File: config.mk
export PLATFORM = sky130hd
export DESIGN_NAME = rsa_modular_exponentiation_unit
export DESIGN_NICKNAME = d
export VERILOG_FILES = /design/src/rtl/rme_pkg.sv /design/src/rtl/rsa_modular_exponentiation_unit.sv /design/src/rtl/rme_datapath.sv /design/src/rtl/rme_ctrl.sv
export SDC_FILE = /design/constraint.sdc
export NUM_CORES = 1
export LEC_CHECK = 0
export BUFFER_PORTS_ARGS = -buffer_cell sky130_fd_sc_hd__buf_2
export CAP_MARGIN = 20
export CORE_UTILIZATION = 58
export DETAILED_ROUTE_END_ITERATION = 10
export HOLD_SLACK_MARGIN = 0.03
export PLACE_DENSITY = 0.82
export SLEW_MARGIN = 20
export SYNTH_ARGS = -nofsm -noshare
export SYNTH_HDL_FRONTEND = slang
export SYNTH_SLANG_ARGS = --single-unit
File: constraint.sdc
create_clock -name clk -period 9.6 [get_ports clk]
set_input_delay 0 -clock clk [delete_from_list [all_inputs] [get_ports clk]]
set_output_delay 0 -clock clk [all_outputs]
set_load 0.02 [all_outputs]
File: src/rtl/rme_pkg.sv
// Shared constants and controller/datapath interface types for the modular exponentiation unit.
package rme_pkg;

	localparam int WIDTH_DEF = 32;

	// Configuration register indexes
	localparam int CFG_IDX_W = 1;
	localparam logic [CFG_IDX_W-1:0] REG_EXPONENT = 1'b0;
	localparam logic [CFG_IDX_W-1:0] REG_MODULUS  = 1'b1;

	// Controller to datapath commands
	typedef struct packed {
		logic start;      // capture the block, load the exponent shifter
		logic red_step;   // one bit of base reduction
		logic init_acc;   // accumulator = 1 mod m
		logic mul_load;   // clear product, load multiplier operand
		logic mul_sq;     // with mul_load: square (else multiply by base)
		logic mul_step;   // one bit of shift-and-add modular multiply
		logic mul_end;    // product into accumulator
		logic exp_shift;  // advance to the next exponent bit
		logic out_load;   // result into the output register
	} cmd_t;

	// Datapath to controller status
	typedef struct packed {
		logic exp_zero;
		logic mod_zero;
		logic e_msb;
		logic out_free;
	} stat_t;

endpackage

File: src/rtl/rsa_modular_exponentiation_unit.sv
// Top level of the modular exponentiation unit: controller, datapath and port wiring.
// Each input transaction carries one block; the unit returns block^exponent mod modulus,
// with exponent and modulus taken from two configuration registers (index 0 exponent,
// reset 1; index 1 modulus, reset 2; other indexes ignored). The block is first reduced
// modulo the modulus one bit per cycle, then the exponent is scanned from its top bit
// down with left-to-right square-and-multiply; every modular multiply is a bit-serial
// shift-and-add done in one shared double-add-reduce unit, one multiplier bit per cycle.
// A zero exponent gives 1 and a zero modulus gives 0. One block is processed at a time;
// the output register lets the next block be accepted while the previous result still
// waits for out_ready. Configuration must be written only while no transaction is in
// flight.
module rsa_modular_exponentiation_unit #(
	parameter int WIDTH = rme_pkg::WIDTH_DEF
) (
	input  logic                         clk,
	input  logic                         arst_n,
	input  logic                         wr_en,
	input  logic [rme_pkg::CFG_IDX_W-1:0] wr_index,
	input  logic [WIDTH-2:0]             wr_data,
	input  logic                         in_valid,
	output logic                         in_ready,
	input  logic [WIDTH-2:0]             block_value,
	output logic                         out_valid,
	input  logic                         out_ready,
	output logic [WIDTH-2:0]             result_value
);
	import rme_pkg::*;

	cmd_t  cmd;
	stat_t stat;

	// Sequencer: owns the loop counters and the square/multiply phase
	rme_ctrl #(
		.WIDTH (WIDTH)
	) u_ctrl (
		.clk      (clk),
		.arst_n   (arst_n),
		.in_valid (in_valid),
		.in_ready (in_ready),
		.stat     (stat),
		.cmd      (cmd)
	);

	// Arithmetic, configuration registers and the output register
	rme_datapath #(
		.WIDTH (WIDTH)
	) u_datapath (
		.clk          (clk),
		.arst_n       (arst_n),
		.wr_en        (wr_en),
		.wr_index     (wr_index),
		.wr_data      (wr_data),
		.block_value  (block_value),
		.cmd          (cmd),
		.stat         (stat),
		.out_valid    (out_valid),
		.out_ready    (out_ready),
		.result_value (result_value)
	);

endmodule

File: src/rtl/rme_datapath.sv
// Datapath: configuration registers, shift registers, modular step unit and output register.
module rme_datapath #(
	parameter int WIDTH = rme_pkg::WIDTH_DEF
) (
	input  logic                         clk,
	input  logic                         arst_n,
	input  logic                         wr_en,
	input  logic [rme_pkg::CFG_IDX_W-1:0] wr_index,
	input  logic [WIDTH-2:0]             wr_data,
	input  logic [WIDTH-2:0]             block_value,
	input  rme_pkg::cmd_t                cmd,
	output rme_pkg::stat_t               stat,
	output logic                         out_valid,
	input  logic                         out_ready,
	output logic [WIDTH-2:0]             result_value
);
	import rme_pkg::*;

	localparam int FW = WIDTH - 1;

	logic [FW-1:0] exp_q, mod_q;
	logic [FW-1:0] blk_sh_q, base_q, acc_q, prod_q, mb_sh_q, esh_q, res_q;
	logic          out_valid_q;

	logic [FW-1:0] sx, sadd, step_res;
	logic [FW+1:0] sum, m1, m2, red;

	// Shared step: (2x + addend) mod m, with x and addend below m
	always_comb begin
		if (cmd.red_step) begin
			sx   = base_q;
			sadd = FW'(blk_sh_q[FW-1]);
		end else begin
			sx   = prod_q;
			sadd = mb_sh_q[FW-1] ? acc_q : '0;
		end
		sum = {1'b0, sx, 1'b0} + {2'b00, sadd};
		m1  = {2'b00, mod_q};
		m2  = {1'b0, mod_q, 1'b0};
		if (sum >= m2) begin
			red = sum - m2;
		end else if (sum >= m1) begin
			red = sum - m1;
		end else begin
			red = sum;
		end
		step_res = red[FW-1:0];
	end

	always_ff @(posedge clk or negedge arst_n) begin
		if (!arst_n) begin
			exp_q <= FW'(1);
			mod_q <= FW'(2);
		end else if (wr_en) begin
			case (wr_index)
				REG_EXPONENT: exp_q <= wr_data;
				REG_MODULUS:  mod_q <= wr_data;
				default: ;
			endcase
		end
	end

	always_ff @(posedge clk) begin
		if (cmd.start) begin
			blk_sh_q <= block_value;
			base_q   <= '0;
			esh_q    <= exp_q;
		end
		if (cmd.red_step) begin
			base_q   <= step_res;
			blk_sh_q <= {blk_sh_q[FW-2:0], 1'b0};
		end
		if (cmd.init_acc) begin
			acc_q <= (mod_q == FW'(1)) ? '0 : FW'(1);
		end
		if (cmd.mul_load) begin
			prod_q  <= '0;
			mb_sh_q <= cmd.mul_sq ? acc_q : base_q;
		end
		if (cmd.mul_step) begin
			prod_q  <= step_res;
			mb_sh_q <= {mb_sh_q[FW-2:0], 1'b0};
		end
		if (cmd.mul_end) begin
			acc_q <= prod_q;
		end
		if (cmd.exp_shift) begin
			esh_q <= {esh_q[FW-2:0], 1'b0};
		end
		if (cmd.out_load) begin
			if (exp_q == '0) begin
				res_q <= FW'(1);
			end else if (mod_q == '0) begin
				res_q <= '0;
			end else begin
				res_q <= acc_q;
			end
		end
	end

	always_ff @(posedge clk or negedge arst_n) begin
		if (!arst_n) begin
			out_valid_q <= 1'b0;
		end else if (cmd.out_load) begin
			out_valid_q <= 1'b1;
		end else if (out_ready) begin
			out_valid_q <= 1'b0;
		end
	end

	always_comb begin
		stat.exp_zero = (exp_q == '0);
		stat.mod_zero = (mod_q == '0);
		stat.e_msb    = esh_q[FW-1];
		stat.out_free = !out_valid_q || out_ready;
	end

	assign out_valid    = out_valid_q;
	assign result_value = res_q;

`ifndef SYNTH
	a_prod_below_mod: assert property (@(posedge clk) disable iff (!arst_n)
		cmd.mul_step |-> (prod_q < mod_q))
		else $error("product accumulator not reduced");
	a_acc_below_mod: assert property (@(posedge clk) disable iff (!arst_n)
		cmd.mul_load |-> (acc_q < mod_q))
		else $error("accumulator not reduced at multiply start");
`endif

endmodule

File: src/rtl/rme_ctrl.sv
// Controller: sequences base reduction and square-and-multiply over the exponent bits.
module rme_ctrl #(
	parameter int WIDTH = rme_pkg::WIDTH_DEF
) (
	input  logic           clk,
	input  logic           arst_n,
	input  logic           in_valid,
	output logic           in_ready,
	input  rme_pkg::stat_t stat,
	output rme_pkg::cmd_t  cmd
);
	import rme_pkg::*;

	localparam int FW = WIDTH - 1;
	localparam int CW = $clog2(FW);

	localparam logic [2:0] ST_IDLE  = 3'd0;
	localparam logic [2:0] ST_RED   = 3'd1;
	localparam logic [2:0] ST_INIT  = 3'd2;
	localparam logic [2:0] ST_LOAD  = 3'd3;
	localparam logic [2:0] ST_MSTEP = 3'd4;
	localparam logic [2:0] ST_MEND  = 3'd5;
	localparam logic [2:0] ST_DONE  = 3'd6;

	logic [2:0]    state_q, state_d;
	logic [CW-1:0] cnt_q, cnt_d;     // reduction and multiply bit count
	logic [CW-1:0] ecnt_q, ecnt_d;   // exponent bit count
	logic          sq_q, sq_d;       // next multiply is a square

	always_comb begin
		state_d  = state_q;
		cnt_d    = cnt_q;
		ecnt_d   = ecnt_q;
		sq_d     = sq_q;
		cmd      = '0;
		in_ready = 1'b0;
		case (state_q)
			ST_IDLE: begin
				in_ready = 1'b1;
				if (in_valid) begin
					cmd.start = 1'b1;
					cnt_d     = CW'(FW - 1);
					if (stat.exp_zero || stat.mod_zero) begin
						state_d = ST_DONE;
					end else begin
						state_d = ST_RED;
					end
				end
			end
			ST_RED: begin
				cmd.red_step = 1'b1;
				if (cnt_q == '0) begin
					state_d = ST_INIT;
				end else begin
					cnt_d = cnt_q - 1'b1;
				end
			end
			ST_INIT: begin
				cmd.init_acc = 1'b1;
				ecnt_d       = CW'(FW - 1);
				sq_d         = 1'b1;
				state_d      = ST_LOAD;
			end
			ST_LOAD: begin
				cmd.mul_load = 1'b1;
				cmd.mul_sq   = sq_q;
				cnt_d        = CW'(FW - 1);
				state_d      = ST_MSTEP;
			end
			ST_MSTEP: begin
				cmd.mul_step = 1'b1;
				if (cnt_q == '0) begin
					state_d = ST_MEND;
				end else begin
					cnt_d = cnt_q - 1'b1;
				end
			end
			ST_MEND: begin
				cmd.mul_end = 1'b1;
				if (sq_q && stat.e_msb) begin
					sq_d    = 1'b0;
					state_d = ST_LOAD;
				end else begin
					cmd.exp_shift = 1'b1;
					sq_d          = 1'b1;
					if (ecnt_q == '0) begin
						state_d = ST_DONE;
					end else begin
						ecnt_d  = ecnt_q - 1'b1;
						state_d = ST_LOAD;
					end
				end
			end
			ST_DONE: begin
				if (stat.out_free) begin
					cmd.out_load = 1'b1;
					state_d      = ST_IDLE;
				end
			end
			default: begin
				state_d = ST_IDLE;
			end
		endcase
	end

	always_ff @(posedge clk or negedge arst_n) begin
		if (!arst_n) begin
			state_q <= ST_IDLE;
			cnt_q   <= '0;
			ecnt_q  <= '0;
			sq_q    <= 1'b1;
		end else begin
			state_q <= state_d;
			cnt_q   <= cnt_d;
			ecnt_q  <= ecnt_d;
			sq_q    <= sq_d;
		end
	end

`ifndef SYNTH
	a_out_load_free: assert property (@(posedge clk) disable iff (!arst_n)
		cmd.out_load |-> stat.out_free)
		else $error("output register overwritten while occupied");
	a_one_step: assert property (@(posedge clk) disable iff (!arst_n)
		$onehot0({cmd.red_step, cmd.init_acc, cmd.mul_load, cmd.mul_step, cmd.mul_end}))
		else $error("conflicting datapath commands");
	a_busy_after_accept: assert property (@(posedge clk) disable iff (!arst_n)
		(in_valid && in_ready) |=> (state_q != ST_IDLE))
		else $error("controller idle right after accepting a transaction");
`endif

endmodule

---- Word-level counts from Yosys, hierarchy flattened ----
Index checks and enable logic that the tools add are counted.
W data, S select, Z words.
storage, ports and cells
  register bits after elaboration ......... 294
  input port bits ......................... 68
  output and inout bits ................... 33
cells by class
  add/sub/neg operators ................... 5
  order comparisons ....................... 2
  equality and inequality tests ........... 14
  multiplexer cells ....................... 48
  bitwise operators ....................... 1
  reductions and logical operators ........ 23
operators by type and width
  cell                   count
  $mux W31               18
  $logic_not A31 Y1      2
  $sub A31 B31 Y31       2
  $add A32 B31 Y33       1
  $ge A33 B31 Y1         1
  $ge A33 B32 Y1         1
  $eq A31 B1 Y1 const B  1
  $mux W3                7
  $pmux W3 S7            1
  $mux W5                4
  $pmux W5 S3            1
  $mux W1                13
  $reduce_bool A2 Y1     6
  $logic_not A5 Y1       2
  $ne A2 B2 Y1 const B   5
  $pmux W5 S2            1
  $sub A5 B1 Y5 const B  2
  $eq A3 B3 Y1 const B   3
  $eq A3 B2 Y1 const B   2
  $reduce_and A3 Y1      2
  $mux W2                2
  $ne A2 B1 Y1 const B   2
  $reduce_and A2 Y1      2
  $reduce_and A4 Y1      1
  9 further kinds        11

---- Longest topological paths before layout ----
  word-level depth ........................ 8
  gate-level depth with buffers ........... 27
  mapped depth without buffers ............ 23

---- By module ----
From an unflattened synthesis, not the netlist that was laid out.
unflattened totals
  cell total of the unflattened synthesis .. 1745
  area total of the unflattened synthesis .. 18353.9 µm²
by module, submodules not included
  module        instances  cells an instance  area each (µm²)  sequential area each (µm²)
  rme_datapath  1          1617               17324.1          8065.2
  rme_ctrl      1          128                1029.7           351.6

---- Worst setup path before layout ----
Ideal clock, no wire load.
  path kind ............................... register to register
  start ................................... register u_ctrl.state_q[0]
  end ..................................... register u_datapath.base_q[2], data pin
  library setup time ...................... 0.271 ns
  data arrival time ....................... 5.565 ns
  slack ................................... 3.764 ns
  stages on the path, launching flop included .. 24
  path buffers ............................ 5
  period minus slack after synthesis ...... 5.836 ns
  cells stage by stage .................... dfrtp_1 clkbuf_1 nand2_1 clkbuf_1 and3_1 ha_1 fa_1 a21oi_1 nor3_1 nor3b_1 a21oi_1 a21boi_0 mux2_2 a211oi_1 ha_1 and3_1 nand2_1 or2_2 o221ai_1 a211oi_1 buf_2 buf_2 buf_1 o22ai_1
on the way
  longest elaborated chain between the ends .. 8
  elaborated cells between the ends (all ways) .. 12
  classes of those cells .................. add/sub (3); order compare (2); eq/ne (1); mux (6)
ends and longest elaborated chain
  item                                                RTL line                                source
  from (decl)                                         rme_ctrl.sv:25                          logic [2:0] state_q, state_d;
  from (signal assigned)                              rme_ctrl.sv:113                         state_q <= state_d;
  $eq A3 B1 Y1 (*)                                    rme_ctrl.sv:37                          case (state_q)
  $mux W1 (*)                                         rme_ctrl.sv:37
  $mux W31                                            rme_datapath.sv:30                      if (cmd.red_step) begin
  $add A32 B31 Y33                                    rme_datapath.sv:37                      sum = {1'b0, sx, 1'b0} + {2'b00, sadd};
  $sub A31 B31 Y31 or $ge A33 B31 Y1 (tied branches)  rme_datapath.sv:43, rme_datapath.sv:42
  $mux W31                                            rme_datapath.sv:42                      end else if (sum >= m1) begin
  $mux W31                                            rme_datapath.sv:40                      if (sum >= m2) begin
  $mux W31 (*)                                        rme_datapath.sv:69                      if (cmd.red_step) begin
  to (signal assigned)                                rme_datapath.sv:70                      base_q <= step_res;
  to (decl)                                           rme_datapath.sv:22                      logic [FW-1:0] blk_sh_q, base_q, acc_q, prod_q, mb_sh_q, esh_q, res_q;
Mark *: on every way between the ends. The rest lies on a longest branch, timed or not.
A chain may end at the register's enable or synchronous reset.

---- Worst setup path in the final report ----
  start ................................... register u_ctrl.state_q[2]
  end ..................................... register u_datapath.base_q[9], data pin
Same word-level chain as after synthesis.

==> results.yml <==
min_path:
  hold_path_startpoint: "wr_en"
  hold_class: "in2reg"
  holdPathStages: 4
  holdPathEnd: "u_datapath.mod_q[3]"
logic_synthesis:
  synth_edf_count: 214
  synthMuxAreaShare: 0.0710
  synth_area_sq_um: 17900
  synth.distinct_cells: 72
  async_reset_ff_frac: 0.262
  yosysTopAreaCell: "edfxtp_1"
  synth_seq_cells: 294
  synth_top_area_share: 0.358
  postSynthCellCount: 1736
  synth_area_leaders: "edfxtp_1 36%, dfrtp_1 10%, ha_1 6.6%"
  ys.flop_type: "edfxtp_1"
  synth_compound_area_frac: 0.171
  syn-num-nets: 1902
  yosysWarningCount: 0
  syn_area_per_cell_sq_um: 10.3
  synth_top_family_by_area: "compound AO/OA/AOI/OAI gates"
  synth_adder_area_share: 0.0696
  ys_seq_area_frac: 0.469
  synth_simple_gate_area_frac: 0.149
  synth_xor_area_frac: 0.0371
floorplanning:
  die_w_microns: 178
  core_area_sq_um: 30500
  dieArea_sq_um: 31600
  io_pins: 101
  die_h_microns: 178
  rows: 64
  start_util: 0.588
worst_setup_path:
  critPathTopFamily: "compound AO/OA/AOI/OAI gates"
  worstReg2RegEnd: "u_datapath.base_q[9]"
  path_buf_inv: 2
  cp.arrival_ps: 8110
  cp_cell_sequence: "nor2_1 -> nand2_2 -> and3_1 -> ha_1 -> fa_1 -> a21oi_1 -> nor3_1 -> nor3b_1 -> a21oi_1 -> a21boi_0 -> mux2_2 -> a211oi_1 -> ha_1 -> and3_1 -> nand2_1 -> or2_2 -> o221ai_1 -> a211oi_4 -> buf_8 -> buf_12 -> nand2_1 -> o22ai_1"
  r2r_cells: 22
  startpoint_type: "register"
  timing.rr.start: "u_ctrl.state_q[2]"
  cp.required_ps: 10020
  cp_max_fo: 63
  rrSetupSlack_ps: 1910
  path_class: "reg2reg"
  slowest_delay_ps: 670
  crit_start: "u_ctrl.state_q[2]"
  worst_setup_path_end_kind: "register"
  crit_slowest_cell: "a211oi_4"
sta:
  finalSetupViolCount: 0
  relSlewSlack: 0.298
  tightest_slew_ps: 1050
  final_max_slew_viol_count: 0
  holdWs_ps: 119
  tns_ps: 0
  fin_skew_ps: 39.9
  post-route-period-util: 0.801
  max_freq_mhz: 130
  rsz0062_at_grt: "no"
  min_period_ps: 7690
  hold_viol: 0
route:
  via_per_inst: 6.26
  vias: 14400
  ant_nets: 0
  wl_per_cell_microns: 19.9
  drt_iter0_drc: 1563
  firstDrtPassIters: 6
  wl_microns: 45600
  drc: 0
grt:
  grt_pass1_wl_microns: 71300
  antenna_found_initial: 0
  grt_overflow: 0
  grt_max_degree: 78
  grt_pass1_vias: 13200
  grt_usage: 0.287
finish:
  multiInputGateArea_sq_um: 8970
  seqCellArea_sq_um: 8420
  syn2layout_area_growth_pct: 13.8
  final_cell_mix: "218 x nand2_1, 214 x edfxtp_1, 105 x a21oi_1"
  layout-drive-gt1-share: 0.137
  fillCellCount: 2250
  mostFrequentLayoutCell: "nand2_1"
  final_nets: 2043
  n_antenna_cell: 0
clocking:
  tritoncts: "built"
  clk_latency_ps: 590
  cts_buffers: 30
  clockRootBuffer: "clkbuf_16"
  post-cts-setup-buffers: 0
  htreeDepth: 1
  clk_pin_slew_worst_paths_ps: 60
  clockBufferDepth: 3
  cts.sinks: 294
  cts_resized: 0
power:
  comb_power_share: 0.106
  p_switching_w: 0.000689
  sw_frac_of_total: 0.245
  clkPwrFrac: 0.388
  ir_drop_uv: 169
  pwr-share-seq: 0.506
  p_leak_nw: 9.01
  powerDensity_nw_per_um2: 138
  p_int_w: 0.00213
placed_design:
  hpwl_microns: 32200
  place.gp.congestion: 0.939
  numPortBuffers: 100
run_status:
  status: "complete, no violations"
job:
  cap_violations: 0
==> Yosys cell counts (7+ instances only) <==
cell type	instances
nor4_1	22
o21ai_0	79
xnor2_1	54
nor2_1	72
and2_1	63
a211o_1	8
nand2_1	221
clkbuf_1	64
a211oi_1	39
o21a_1	13
a31oi_1	17
nand3_1	17
inv_1	62
ha_1	95
or2_2	7
o22ai_1	10
buf_1	8
xor2_1	22
nor3_1	30
o21ai_1	9
nand2b_1	13
nor2b_1	13
o21bai_1	7
a22o_1	59
dfrtp_1	74
o211ai_1	7
edfxtp_1	214
mux2i_1	54
a21o_1	54
a21oi_1	106
mux2_2	65
and3_1	43
nand4_1	19
==> cell type report <==
cell class	instances	area share
multi-input combinational	1297	0.439
sequential	294	0.412
timing repair buffer	192	0.0686
clock buffer	38	0.0382
tap	396	0.0243
inverter	62	0.0114
clock inverter	17	0.00582
==> routing by layer <==
metal / vias up / wire length [microns] / track usage
met4: 0 / 1400 / 0.0880
met5: - / 0 / 0
met2: 647 / 20000 / 0.430
met1: 6902 / 20500 / 0.435
met3: 88 / 3770 / 0.0323
li1: 6742 / - / -
==> registers in the layout, indices dropped and copies added, names as in the netlist <==
name and flops:
u_datapath.acc_q 31, u_datapath.base_q 31, u_datapath.blk_sh_q 31, u_datapath.esh_q 31, u_datapath.exp_q 31, u_datapath.mb_sh_q 31, u_datapath.mod_q 31, u_datapath.prod_q 31
u_datapath.result_value 31, u_ctrl.cnt_q 5, u_ctrl.ecnt_q 5, u_ctrl.state_q 3, u_ctrl.sq_q 1, u_datapath.out_valid 1
==> worst max-delay path by stage <==
stage | end | cells after the start
floorplan | u_datapath.base_q[2] | 23
global placement | u_datapath.base_q[2] | 21
detailed placement | u_datapath.base_q[9] | 21
CTS | u_datapath.base_q[9] | 21
global route | u_datapath.base_q[9] | 22
finish | u_datapath.base_q[9] | 22
==> worst reg2reg max path, stage by stage (launching register included) <==
cell      delay [ps]
dfrtp_1          590
nor2_1           220
nand2_2          590
and3_1           490
ha_1             240
fa_1             410
a21oi_1          240
nor3_1           100
nor3b_1          480
a21oi_1          280
a21boi_0         370
mux2_2           380
a211oi_1         570
ha_1             420
and3_1           200
nand2_1           90
or2_2            120
o221ai_1         220
a211oi_4         670
buf_8            240
buf_12           190
nand2_1          170
o22ai_1          270
==> timing repair <==
item | 4_1_cts | 5_1_grt
setup endpoints to repair | 0 | 0
hold buffers | 66 | 1
endpoints found under the hold margin | 173 | 15
==> stage by stage <==
| step | std cells | power (W) | instance area (sq um) | worst slack (ps) | utilization |
|---|---|---|---|---|---|
| final | 2296 | 0.00281 | 20400 | 1910 | 0.669 |
| after global routing | 2296 | 0.00290 | 20400 | 1380 | 0.669 |
| after CTS | 2293 | 0.00281 | 20400 | 1770 | 0.667 |
| after detailed placement | 2172 | 0.00172 | 18800 | 1790 | 0.616 |
| after global placement | 2172 | 0.00171 | 18800 | 2090 | 0.616 |
| after floorplan | 1736 | 0.00163 | 17900 | 3760 | - |
==> power groups by stage <==
stage                     combinational [W]  clock [W]  sequential [W]
after global placement             0.000263          0         0.00145
after CTS                          0.000288    0.00110         0.00142
after floorplan                    0.000190          0         0.00144
after global routing               0.000324    0.00115         0.00143
after detailed placement           0.000266          0         0.00145
final                              0.000298    0.00109         0.00143
==> cell families (layout without fill, tap and decap cells) <==
| logic type | Yosys count | after routing |
|---|---|---|
| flops | 294 | 294 |
| mux | 119 | 119 |
| fa+ha+maj | 98 | 98 |
| simple gates | 548 | 548 |
| buf+inv | 145 | 309 |
| compound gates | 456 | 456 |
| xor+xnor | 76 | 76 |
No activity file was read; power rests on OpenSTA's default activity.
